## src/bsi_pkg.sv

```systemverilog
// ----------------------------------------------------------------------------
// bsi_pkg: shared types and constants
// Item types and pipeline widths for the scanline intersection block.
// ----------------------------------------------------------------------------
package bsi_pkg;

  localparam int SQRT_STAGES = 30;
  localparam int RAD_W       = 60;
  localparam int ROOT_W      = 30;
  localparam int TQ_W        = 17;
  localparam int DIV_W       = 52;
  localparam int NUM_W       = 34;
  localparam int TOT_W       = 58;

  typedef struct packed {
    logic signed [15:0] scan_y;
    logic               is_quadratic;
    logic signed [15:0] p0_x;
    logic signed [15:0] p0_y;
    logic signed [15:0] p1_x;
    logic signed [15:0] p1_y;
    logic signed [15:0] p2_x;
    logic signed [15:0] p2_y;
  } in_item_t;

  typedef struct packed {
    logic               first_hit;
    logic signed [23:0] first_x;
    logic               second_hit;
    logic signed [23:0] second_x;
  } out_item_t;

  // curve terms carried alongside the root pipeline
  typedef struct packed {
    logic               valid;
    logic               quad;
    logic               dneg;
    logic signed [16:0] a;
    logic signed [18:0] b;
    logic signed [16:0] c;
    logic signed [15:0] x0;
    logic signed [16:0] ex;
    logic signed [18:0] fx;
  } side_t;

  // terms carried alongside the divider pipeline
  typedef struct packed {
    logic               valid;
    logic               quad;
    logic               hit1;
    logic               hit2;
    logic signed [15:0] x0;
    logic signed [16:0] ex;
    logic signed [18:0] fx;
  } xside_t;

endpackage

```

## src/bsi_div.sv

```systemverilog
// ----------------------------------------------------------------------------
// bsi_div: pipelined restoring divider
// Quotient of num by den, one quotient bit per stage, quotient below 2^TQ_W.
// ----------------------------------------------------------------------------
module bsi_div (
  input  logic                      clk,
  input  logic                      en,
  input  logic [bsi_pkg::DIV_W-1:0] num,
  input  logic [bsi_pkg::DIV_W-1:0] den,
  output logic [bsi_pkg::TQ_W-1:0]  quo
);
  import bsi_pkg::*;

  logic [DIV_W-1:0] r [TQ_W+1];
  logic [DIV_W-1:0] d [TQ_W+1];
  logic [TQ_W-1:0]  q [TQ_W+1];

  assign r[0] = num;
  assign d[0] = den;
  assign q[0] = '0;

  for (genvar k = 0; k < TQ_W; k++) begin : g_stage
    localparam int SH = TQ_W - 1 - k;
    logic [DIV_W-1:0] dsh;
    assign dsh = d[k] << SH;
    always_ff @(posedge clk) begin
      if (en) begin
        d[k+1] <= d[k];
        if (r[k] >= dsh) begin
          r[k+1] <= r[k] - dsh;
          q[k+1] <= q[k] | (TQ_W'(1) << SH);
        end else begin
          r[k+1] <= r[k];
          q[k+1] <= q[k];
        end
      end
    end
  end

  assign quo = q[TQ_W];

endmodule

```

## config.mk

```make
export PLATFORM = sky130hd
export DESIGN_NAME = bsi_div
export DESIGN_NICKNAME = d
export VERILOG_FILES = /design/src/bsi_pkg.sv /design/src/bsi_div.sv
export SDC_FILE = /design/constraint.sdc
export NUM_CORES = 2
export LEC_CHECK = 0
export BUFFER_PORTS_ARGS = -buffer_cell sky130_fd_sc_hd__buf_2
export CAP_MARGIN = 25
export CORE_MARGIN = 2
export CORE_UTILIZATION = 30
export DETAILED_ROUTE_END_ITERATION = 16
export GPL_TIMING_DRIVEN = 0
export PLACE_DENSITY_LB_ADDON = 0.05
export SETUP_SLACK_MARGIN = 0.1
export SYNTH_ARGS = -nofsm -noshare
export SYNTH_HDL_FRONTEND = slang
export SYNTH_SLANG_ARGS = --single-unit
export TNS_END_PERCENT = 5
```

## constraint.sdc

```tcl
create_clock -name clk -period 4.1 [get_ports clk]
set_clock_uncertainty 0.05 [all_clocks]
set_input_delay 0.82 -clock clk [delete_from_list [all_inputs] [get_ports clk]]
set_output_delay 0.82 -clock clk [all_outputs]
set_load 0.02 [all_outputs]
```

[Word-level counts from Yosys, hierarchy flattened]
Cells that the tools add are included.
Word-level totals
  flip-flop bits (word level): 1953
  input port bits: 106
Cells by class
  add/subtract/negate cells: 16
  order comparisons: 17
  multiplexer cells: 17
Operators by type and width (count)
  $ge A52 B52 Y1: 17
  $mux W52: 16
  $sub A52 B52 Y52: 16
  $mux W17: 1

[Longest topological paths before layout]
  depth after elaboration: 2
  depth in mapped cells: 17
  mapped depth without buffers: 16

[Worst setup path before layout]
OpenSTA, ideal clock, no wires.
  kind: input to register
  start: in den[7] in the netlist's numbering
  end: reg r[876] in the netlist's numbering (data pin)
  setup time: 0.260 ns
  arrival time: 3.756 ns
  setup slack: 0.034 ns
  stages: 15
  path buffers: 2
  cell sequence: inv_1 -> ha_1 -> a21o_1 -> a21o_1 -> a211oi_1 -> nor2_1 -> o311ai_1 -> a31oi_1 -> a21oi_1 -> o21ai_1 -> o2111ai_1 -> a41o_1 -> buf_2 -> buf_4 -> mux2_2
Between the ends
  cells in the longest elaborated chain, start to end: 2
  elaborated cells on any way between the ends: 3
RTL lines
  start: declaration: line bsi_div.sv:9  | input logic [bsi_pkg::DIV_W-1:0] den,
  $sub A52 B52 Y52 or $ge A52 B52 Y1 (tied branches): line bsi_div.sv:30, bsi_div.sv:29
  $mux W52 *: line bsi_div.sv:29  | if (r[k] >= dsh) begin
  end signal: indexed assignment: line bsi_div.sv:30  | r[k+1] <= r[k] - dsh;
  end signal: indexed assignment: line bsi_div.sv:33  | r[k+1] <= r[k];
  end: declaration: line bsi_div.sv:14  | logic [DIV_W-1:0] r [TQ_W+1];
Mark *: on every way between the ends. The rest lies on a longest branch, timed or not.
A chain may end at the register's enable or synchronous reset.

[Worst setup path in the final report]
  start: reg r[485] in the netlist's numbering
  end: reg r[465] in the netlist's numbering (data pin)
Between the ends
  cells in the longest elaborated chain, start to end: 2
  elaborated cells on any way between the ends: 3
RTL lines (line)
  $sub A52 B52 Y52 or $ge A52 B52 Y1 (tied branches): bsi_div.sv:30, bsi_div.sv:29
  $mux W52 *: bsi_div.sv:29
Marked as above.

==> flow_metrics.py <==
metrics = {
    "cts": {
        "max-clock-path-buffers": 4,
        "cts_tree": "yes",
        "cts_buffers": 227,
        "cts_sinks": 1817,
        "clkTransAtPathRegs_ps": 60,
        "cts_root_buffer": "clkbuf_16",
        "htree_num_levels": 4,
        "worstSkewPairLatency_ps": 920,
    },
    "detailed_routing": {
        "drt-total-wl_um": 306200,
        "vias_per_cell": 4.849,
        "vias": 70970,
        "drt-initial-drc-count": 2821,
        "drtAntennaViolNets": 0,
        "drc": 0,
        "drt-pass1-iter-count": 5,
        "wire_per_inst_um": 20.92,
    },
    "timing": {
        "timing.final.hold_violations": 0,
        "period_minus_slack_ps": 4098,
        "maxSlewHeadroom": 0.2696,
        "setup_ws_ps": 1.856,
        "fin_crit_sh": 0.9995,
        "fmax_ghz": 0.2440,
        "setup_viol": 0,
        "holdWs_ps": 171.9,
        "report.final.slew_viol_count": 0,
        "rsz0062_at_grt": "true",
        "tightestPinTransition_ps": 1096,
    },
    "pwr": {
        "power_w": 0.09686,
        "vdd.ir_drop.worst_mv": 0.3528,
        "leakage_nw": 49.98,
        "p_per_area_mw_per_mm2": 784.9,
    },
    "global_route": {
        "grt_util_all_layers": 0.1727,
        "grt_pass1_vias": 76310,
        "grt_start_max_net_pins": 155,
        "grt_overflow": 0,
        "grt_pass1_wl_um": 461200,
        "grt_antenna_before_repair": 4,
    },
    "floorplanning": {
        "fp.dieH_um": 591.9,
        "start_util": 0.3018,
        "io_pins": 123,
        "fp.dieW_um": 591.9,
        "dieArea_mm2": 0.3503,
        "fp.coreArea_mm2": 0.3435,
        "rows": 215,
    },
    "critical_path": {
        "critPathLaunchType": "flop",
        "r2r_setup_slack_ps": 2,
        "max_stage_delay_ps": 480,
        "cp.arrival_ps": 4700,
        "worst_setup_path_end_kind": "flop",
        "crit_family": "compound AO/OA/AOI/OAI gates",
        "worstRegToRegCells": 12,
        "path_class": "reg2reg",
        "crit_top_cell": "a21o_1",
        "worstReg2RegEnd": "r[465]",
        "crit_fanout": 5,
        "crit_buf_inv": 0,
        "timing.rr.start": "r[485]",
        "cp_slowest_cell": "a221oi_2",
        "critPathRequiredTime_ps": 4700,
        "crit_chain": "ha_1, a21o_1, a21o_1, a221o_1, a221oi_2, o31a_1, o31ai_4, o211ai_1, nand2_1, a21oi_2, xnor2_1, mux2_2",
    },
    "yosys": {
        "yosysTopAreaCell": "edfxtp_1",
        "synth.top_cell.area_share": 0.5262,
        "synth_mux_area_frac": 0.03521,
        "ys_warn_count": 0,
        "ys.flop_type": "edfxtp_1",
        "synth_xor_area_frac": 0.05170,
        "synth_top_family_by_area": "compound AO/OA/AOI/OAI gates",
        "yosys.area_share.adder": 0.09336,
        "syn_avg_cell_area_um2": 11.11,
        "synth.most_common_cell": "edfxtp_1",
        "synth_compound_area_frac": 0.1576,
        "syn-cell-area_mm2": 0.1037,
        "ys_seq_area_frac": 0.5262,
        "synthTopCellsByCount": "edfxtp_1, inv_1, a21oi_1",
        "synthSimpleGateAreaFrac": 0.08850,
        "synth_cell_type_count": 91,
        "synthArstFlopShare": 0,
        "synth_nets": 10200,
        "netlist_instances": 9329,
        "synth_edf_count": 1817,
        "ys_seq_elements": 1817,
        "synth.area.top_cells": "edfxtp_1, ha_1, a21oi_1, inv_1, a21o_1",
    },
    "layout": {
        "fin_cells": 14640,
        "area_growth_pct": 19.01,
        "final_nets": 10760,
        "n_fill_cell": 33410,
        "utilization": 0.3592,
        "drive_above_1_share": 0.1491,
    },
    "min_path": {
        "whs_path_depth": 2,
        "hold_end": "r[850]",
        "worst_hold_startpoint": "num[18]",
        "min_path_type": "in2reg",
    },
    "status": {
        "outcome": "finished, final reports clean",
    },
    "place": {
        "dp_slack_ps": -2721,
        "io_buffers": 122,
        "dpl.hpwl_um": 239200,
        "placedCellCount": 14070,
        "gp_congestion": 0.9973,
    },
    "run": {
        "max_cap_violations": 0,
    },
}
==> report_power, final <==
part	internal (W)	total, W	switching (W)
combinational	0.0200	0.0477	0.0277
sequential	0.0267	0.0291	0.00244
clock	0.0118	0.0200	0.00815
total	0.0585	0.0969	0.0383
==> worst max path at each step <==
stage	endpoint	slack, ps	cells after the start	from
3_5_place_dp	r[189]	-2720	14	r[223]
2_1_floorplan	r[876]	110	15	den[7]
5_1_grt	r[487]	-160	12	r[550]
6_report	r[465]	2	12	r[485]
4_1_cts	r[361]	-80	13	r[388]
3_3_place_gp	d[866]	-28120	1	en
==> metal layers <==
metal  wire, um  up-vias  part of all wire  GRT usage
li1           -    35370                 -          -
met1     104300    33740              0.34     0.1591
met2     170700     1125              0.56     0.3538
met3       7059      744             0.023    0.01877
met4      24170        0             0.079     0.1076
met5          0        -                 0          0
==> layout by cell type, fill, tap and decap left out, types with 45 or more instances in the layout <==
master            n
inv_1           942
a211oi_1         45
a21oi_1         763
mux2_2          292
edfxtp_1       1817
a21o_1          474
buf_4           147
clkbuf_16       231
o31ai_1          46
dlygate4sd3_1    68
nand3_1         167
a21oi_2          58
nor2_1          455
a31oi_1          64
o21ai_0         500
nand4_1         136
nand2_1         613
xnor2_1         370
nor3_1           77
and3_1           62
clkinv_1         45
o21ai_1          49
ha_1            697
clkbuf_1        176
o21bai_1         91
nor2b_1          94
o21a_1           88
nand2b_1         73
buf_2           152
xor2_1          242
==> cells by family after synthesis <==
family                   Yosys count
AO/OA/AOI/OAI                   2610
AND/OR/NAND/NOR                 1931
flip-flops                      1817
buffers and inverters           1268
adder cells (fa/ha/maj)          764
XOR/XNOR                         612
multiplexers                     327
==> through the flow <==
step           cell area, um2  setup TNS (ps)
4_1_cts                122000          -204.6
6_report               123400               0
3_5_place_dp           111000        -1603760
3_3_place_gp           110000               -
2_1_floorplan          103700               0
5_1_grt                123400           -7145
==> layout make-up <==
| class | instances | area [um2] | area share |
|---|---|---|---|
| Tap cell | 4557 | 5702 | 0.04621 |
| Multi-Input combinational cell | 6244 | 46880 | 0.3799 |
| Antenna cell | 12 | 30.03 | 0.0002434 |
| Inverter | 956 | 3608 | 0.02924 |
| Buffer | 279 | 1886 | 0.01528 |
| Clock buffer | 277 | 5889 | 0.04773 |
| Sequential cell | 1817 | 54560 | 0.4422 |
| Timing Repair Buffer | 367 | 3442 | 0.02789 |
| Clock inverter | 129 | 1400 | 0.01135 |
==> flip-flops by register name, indices dropped and copies added, names as in the netlist <==
name,cells
d,780
r,832
g_stage.dsh,52
q,136
quo,17
==> what timing repair did <==
action,4_1_cts,5_1_grt
buffers inserted,75,31
hold buffers,68,0
gates resized for setup,580,359
endpoints found under the setup margin,1089,680
gates cloned,6,1
pin swaps,105,79
endpoints found under the hold margin,68,0
(Power assumes the default switching activity.)
