## src/bsi_pkg.sv

```systemverilog
// ----------------------------------------------------------------------------
// bsi_pkg: shared types and constants
// Item types and pipeline widths for the scanline intersection block.
// ----------------------------------------------------------------------------
package bsi_pkg;

  localparam int SQRT_STAGES = 30;
  localparam int RAD_W       = 60;
  localparam int ROOT_W      = 30;
  localparam int TQ_W        = 17;
  localparam int DIV_W       = 52;
  localparam int NUM_W       = 34;
  localparam int TOT_W       = 58;

  typedef struct packed {
    logic signed [15:0] scan_y;
    logic               is_quadratic;
    logic signed [15:0] p0_x;
    logic signed [15:0] p0_y;
    logic signed [15:0] p1_x;
    logic signed [15:0] p1_y;
    logic signed [15:0] p2_x;
    logic signed [15:0] p2_y;
  } in_item_t;

  typedef struct packed {
    logic               first_hit;
    logic signed [23:0] first_x;
    logic               second_hit;
    logic signed [23:0] second_x;
  } out_item_t;

  // curve terms carried alongside the root pipeline
  typedef struct packed {
    logic               valid;
    logic               quad;
    logic               dneg;
    logic signed [16:0] a;
    logic signed [18:0] b;
    logic signed [16:0] c;
    logic signed [15:0] x0;
    logic signed [16:0] ex;
    logic signed [18:0] fx;
  } side_t;

  // terms carried alongside the divider pipeline
  typedef struct packed {
    logic               valid;
    logic               quad;
    logic               hit1;
    logic               hit2;
    logic signed [15:0] x0;
    logic signed [16:0] ex;
    logic signed [18:0] fx;
  } xside_t;

endpackage

```

## src/bsi_isqrt.sv

```systemverilog
// ----------------------------------------------------------------------------
// bsi_isqrt: pipelined integer square root
// One result bit per stage, floor(sqrt(rad)), advances when en is high.
// ----------------------------------------------------------------------------
module bsi_isqrt (
  input  logic                        clk,
  input  logic                        en,
  input  logic [bsi_pkg::RAD_W-1:0]   rad,
  output logic [bsi_pkg::ROOT_W-1:0]  root
);
  import bsi_pkg::*;

  logic [RAD_W-1:0] v   [SQRT_STAGES+1];
  logic [RAD_W-1:0] res [SQRT_STAGES+1];

  assign v[0]   = rad;
  assign res[0] = '0;

  for (genvar k = 0; k < SQRT_STAGES; k++) begin : g_stage
    localparam logic [RAD_W-1:0] BIT = RAD_W'(1) << (RAD_W - 2 - 2 * k);
    logic [RAD_W-1:0] trial;
    assign trial = res[k] + BIT;
    always_ff @(posedge clk) begin
      if (en) begin
        if (v[k] >= trial) begin
          v[k+1]   <= v[k] - trial;
          res[k+1] <= (res[k] >> 1) + BIT;
        end else begin
          v[k+1]   <= v[k];
          res[k+1] <= res[k] >> 1;
        end
      end
    end
  end

  assign root = res[SQRT_STAGES][ROOT_W-1:0];

endmodule

```

## config.mk

```make
export PLATFORM = sky130hd
export DESIGN_NAME = bsi_isqrt
export DESIGN_NICKNAME = d
export VERILOG_FILES = /design/src/bsi_pkg.sv /design/src/bsi_isqrt.sv
export SDC_FILE = /design/constraint.sdc
export NUM_CORES = 2
export LEC_CHECK = 0
export ABC_AREA = 1
export CAP_MARGIN = 10
export CORE_ASPECT_RATIO = 0.7
export CORE_MARGIN = 1.5
export CORE_UTILIZATION = 40
export DETAILED_ROUTE_END_ITERATION = 8
export DONT_BUFFER_PORTS = 1
export PLACE_DENSITY = 0.63
export SETUP_SLACK_MARGIN = 0.15
export SYNTH_ARGS = -nofsm -noshare
export SYNTH_HDL_FRONTEND = slang
export SYNTH_SLANG_ARGS = --single-unit
```

## constraint.sdc

```tcl
create_clock -name clk -period 2.54 [get_ports clk]
set_clock_uncertainty 0.05 [all_clocks]
set_input_delay 0.127 -clock clk [delete_from_list [all_inputs] [get_ports clk]]
set_output_delay 0.127 -clock clk [all_outputs]
set_load 0.01 [all_outputs]
```

### Word level (Yosys, flattened, before mapping)

Cells that the tools add are included.

* mux-type cells: 59
* add/subtract/negate cells: 87
* $lt $le $gt $ge: 30

Operator list (number)
* 60-bit greater-or-equal comparator: 29
* 60-bit 2-to-1 mux: 29
* 59-bit 2-to-1 mux: 29
* 60-bit subtractor: 28
* 59-bit by 11-bit adder with 60-bit output, second input constant: 1
* 59-bit by 13-bit adder with 60-bit output, second input constant: 1
* 59-bit by 15-bit adder with 60-bit output, second input constant: 1
* 59-bit by 17-bit adder with 60-bit output, second input constant: 1
* 59-bit by 19-bit adder with 60-bit output, second input constant: 1
* 59-bit by 21-bit adder with 60-bit output, second input constant: 1
* 59-bit by 23-bit adder with 60-bit output, second input constant: 1
* 59-bit by 25-bit adder with 60-bit output, second input constant: 1
* 59-bit by 27-bit adder with 60-bit output, second input constant: 1
* 59-bit by 29-bit adder with 60-bit output, second input constant: 1
* 59-bit by 3-bit adder with 60-bit output, second input constant: 1
* 59-bit by 31-bit adder with 60-bit output, second input constant: 1
* 59-bit by 33-bit adder with 60-bit output, second input constant: 1
* 59-bit by 35-bit adder with 60-bit output, second input constant: 1
* 59-bit by 37-bit adder with 60-bit output, second input constant: 1
* 59-bit by 39-bit adder with 60-bit output, second input constant: 1
* 59-bit by 41-bit adder with 60-bit output, second input constant: 1
* 59-bit by 43-bit adder with 60-bit output, second input constant: 1
* 59-bit by 45-bit adder with 60-bit output, second input constant: 1
* 59-bit by 47-bit adder with 60-bit output, second input constant: 1
* 41 further kinds: 41

* bits in registers: 3510

### Depth between registers and ports, before layout

* depth in word-level cells: 3
* depth in mapped cells: 17
* mapped depth without buffers: 16

### Least setup slack after synthesis

No wires, ideal clock.

* path kind: reg2reg
* start: register v[1431] (netlist name)
* end: register v[1370] (netlist name), data pin
* period minus slack after synthesis: 2232 ps
* required time: 2237 ps
* arrival: 1929 ps
* cell stages (with the launch flop): 11
* buffers on the path: 1
* slack: 308 ps
* path through: edfxtp_1 -> ha_1 -> nand2_1 -> nand2_1 -> a31oi_1 -> nand2_1 -> a211oi_4 -> nand2_2 -> buf_6 -> nand2_1 -> nand2_1

* cells in the longest elaborated chain, start to end: 2

Ends and longest elaborated chain
* start: declaration: line bsi_isqrt.sv:13 `logic [RAD_W-1:0] v [SQRT_STAGES+1];`
* start signal: indexed assignment: line bsi_isqrt.sv:26 `v[k+1] <= v[k] - trial;`
* start signal: indexed assignment: line bsi_isqrt.sv:29 `v[k+1] <= v[k];`
* 60-bit greater-or-equal comparator: line bsi_isqrt.sv:25 `if (v[k] >= trial) begin`
* 60-bit 2-to-1 mux: line bsi_isqrt.sv:25

No other way between the ends.
A chain may end at the register's enable or synchronous reset.

### Worst setup path in the final report

* start: register res[331] (netlist name)
* end: register v[248] (netlist name), data pin

* cells in the longest elaborated chain, start to end: 3

Ends and longest elaborated chain
* start: declaration: line bsi_isqrt.sv:14 `logic [RAD_W-1:0] res [SQRT_STAGES+1];`
* start signal: indexed assignment: line bsi_isqrt.sv:27 `res[k+1] <= (res[k] >> 1) + BIT;`
* start signal: indexed assignment: line bsi_isqrt.sv:30 `res[k+1] <= res[k] >> 1;`
* 60-bit by 9-bit adder with 60-bit output: line bsi_isqrt.sv:22 `assign trial = res[k] + BIT;`
* 60-bit greater-or-equal comparator: line bsi_isqrt.sv:25
* 60-bit 2-to-1 mux: line bsi_isqrt.sv:25

No other way between the ends.

==> results_dict.tcl <==
set metrics [dict create \
    cts_buffers 224 \
    cts_max_level 4 \
    crit_required_ns 3.12 \
    cts_tree "yes" \
    cts.sink_count 2205 \
    area_growth_pct 34.1 \
    crit_chain "inv_2 > ha_4 > nand2_1 > nand2_1 > inv_2 > o21ai_4 > nand2_1 > nand2_1 > nor2_1 > nand2_1 > nor2_4 > nand2_8 > buf_12 > buf_12 > xor2_2" \
    clock_latency_ns 0.99 \
    synth_edf_count 2205 \
    yosysSeqAreaShare_pct 52.5 \
    crit_slowest_cell "edfxtp_1" \
    wl_per_cell_um 20.6 \
    worstMarginPinSlew_ns 1.30 \
    path_buf_inv 4 \
    max_slew_margin_pct 13.5 \
    setup_slack_ns -0.130 \
    antenna_left 0 \
    vias 112000 \
    place_hpwl_um 333000 \
    crit_type "reg2reg" \
    finalSetupViolCount 173 \
    start_util_pct 40.2 \
    critPathMaxFanout 6 \
    firstDrtPassIters 6 \
    syn_nets 15300 \
    worst_ep_arrival_time_ns 3.25 \
    synth.ff_latch_count 2205 \
    drt_iter0_markers 13300 \
    cpPeakStageDelay_ns 0.45 \
    port_buffers 0 \
    drv_cap 0 \
    fillCellCount 28200 \
    end_kind "flop" \
    grt_max_degree 244 \
    wl_um 444000 \
    final_util_pct 53.9 \
    grt_overflow 0 \
    cts.clk_slew.worst_paths_ns 0.07 \
    yosysWarnings 0 \
    gp_congestion 0.997 \
    ys_async_sr_fraction_pct 0 \
    grt_pass1_vias 96800 \
    ys.flop_type "edfxtp_1" \
    status "finished, violations left" \
    total_power_w 0.133 \
    synth_cells 14700 \
    max_freq_mhz 375 \
    ios 92 \
    crit_family "simple AND/OR/NAND/NOR gates" \
    viasPerCell 5.19 \
    hold_viol 19 \
    final_area_um2 169000 \
    crit_top_cell "nand2_1" \
    max-vdd-ir-drop_mv 0.660 \
    rsz0062_at_grt "yes" \
    remaining_drc_errors 0 \
    ys_types 57 \
    final_nets 17800 \
    violations "negative hold slack, negative setup slack" \
    holdCritPathClass "in2reg" \
    rows 172 \
    place_area_um2 144000 \
    cp-start-kind "flop" \
    grt_pass1_wl_um 613000 \
    whs_ns -0.0257 \
    cellLeakagePower_nw 72.9 \
    die_y_um 473 \
    core_area_um2 314000 \
    layout_min_cycle_time_ns 2.67 \
    synth_area_um2 126000 \
    die_area_um2 319000 \
    power_density_nw_per_um2 786 \
    finalMaxSlewViolations 0 \
    grtUsageTotal_pct 25.6 \
    fin_crit_sh_pct 105 \
    layout-drive-gt1-share_pct 27.1 \
    antenna_found_initial 15 \
    cts-root-buf "clkbuf_16" \
    avgSynthCellArea_um2 8.56 \
    cts_buffer_depth 4 \
    die_w_um 674 \
]
## power breakdown
group,leakage (nW),internal [W],switching [W]
Clock,3.48,0.0189,0.0145
Sequential,21.2,0.0462,0.00495
Combinational,48.2,0.0203,0.0282
## path summary, 6_finish.rpt
path	from	end	slack, ns	cells after the start
worst max-delay path	res[331]$_DFFE_PP_	v[248]$_DFFE_PP_	-0.13	15
worst min-delay path	en	v[1467]$_DFFE_PP_	-0.03	3
worst max register to register	res[331]$_DFFE_PP_	v[248]$_DFFE_PP_	-0.13	15
worst min register to register	v[1531]$_DFFE_PP_	v[1471]$_DFFE_PP_	0.36	0
## stage by stage
step                      hold slack [ns]  worst slack [ns]  cells  setup TNS, ns
after floorplan                     0.176             0.308  14700              0
after global placement              0.176             -3.50  20500       -2667.53
after detailed placement            0.176             -3.63  20500       -2803.19
after CTS                         -0.0782           -0.0749  21100          -3.58
after global routing              -0.0473            -0.188  21600         -24.45
final                             -0.0257            -0.130  21600          -7.25
## state kept, by name, indices dropped and copies added, names as in the netlist
register  cells
v          1740
res         435
root         30
## kinds of logic after synthesis
| family | after synthesis | share of synthesized area, % |
|---|---|---|
| xor+xnor | 432 | 3.00 |
| simple gates | 7882 | 26.2 |
| fa+ha+maj | 493 | 4.89 |
| flops | 2205 | 52.5 |
| compound gates | 1294 | 5.79 |
| buf+inv | 2434 | 7.64 |
## Yosys cell counts, drive strengths merged (2+ instances only)
master	instances	area share, %
buf	111	0.72
inv	2316	6.9
o2111ai	3	0.021
a211oi	4	0.042
nor4	179	0.90
and3b	2	0.014
nor2	1641	5.0
nand4	288	1.4
clkbuf	7	0.023
o21ai	499	2.1
nand2	4558	14
o21a	7	0.042
and3	8	0.040
o211ai	14	0.083
a31oi	2	0.0099
nor3b	14	0.083
edfxtp	2205	52
xor2	214	1.5
nand2b	3	0.015
nand3	801	3.2
and2	19	0.094
o221ai	2	0.014
a21oi	677	2.9
a21boi	16	0.095
nand3b	119	0.71
xnor2	218	1.5
or2	45	0.22
ha	493	4.9
nor3	204	0.85
a21o	22	0.13
o21bai	46	0.28
## layout by cell type (no fill, tap or decap), types with 118 or more instances in the layout
cell type,netlist,routed
xnor2_1,218,212
nand2_2,24,446
buf_4,24,1979
a21oi_2,88,209
nor2_2,43,198
nor2_4,2,126
clkbuf_16,0,277
o21ai_0,380,260
a21oi_1,589,374
nor3_1,196,163
nor2_1,1596,1317
nand2_4,2,197
o21ai_2,44,118
nor4_1,177,160
nand4_1,288,288
edfxtp_1,2205,2205
nand2_1,4532,3910
nand3b_1,119,119
nand3_1,788,699
inv_2,17,184
xor2_1,214,209
ha_4,0,265
ha_1,493,209
dlygate4sd3_1,0,122
inv_1,2296,2106
## routing by layer
layer	GRT usage [%]	vias up	routed length (µm)
li1	-	53500	-
met1	43.6	53000	221000
met2	31.9	4942	165000
met3	6.47	450	52100
met4	3.10	4	6090
met5	0	-	85
## area by class of cell
cell class              count  area, µm²  share of cell area [%]
diodes                      4       10.0                 0.00592
clock buffers             269       5820                    3.44
clock inverters           126       1400                   0.829
inverters                2316       8870                    5.24
multi-input cells       10100      60800                    35.9
flip-flops and latches   2205      66200                    39.1
well taps                4176       5230                    3.09
repair buffers           2360      20800                    12.3
repair inverters            3       45.0                  0.0266
## tightest hold or removal path, stage by stage
cell and delay [ns]:
buf_16 0.12, buf_16 0.15, buf_16 0.23
## timing repair
action / CTS / global route
setup buffers: 34 / 413
pin swaps: 22 / 532
hold buffers: 127 / 16
endpoints found under the hold margin: 262 / 88
cloned: 10 / 61
setup endpoints to repair: 1766 / 876
resized for setup: 236 / 2517
Power figures use the tool's default switching activity.
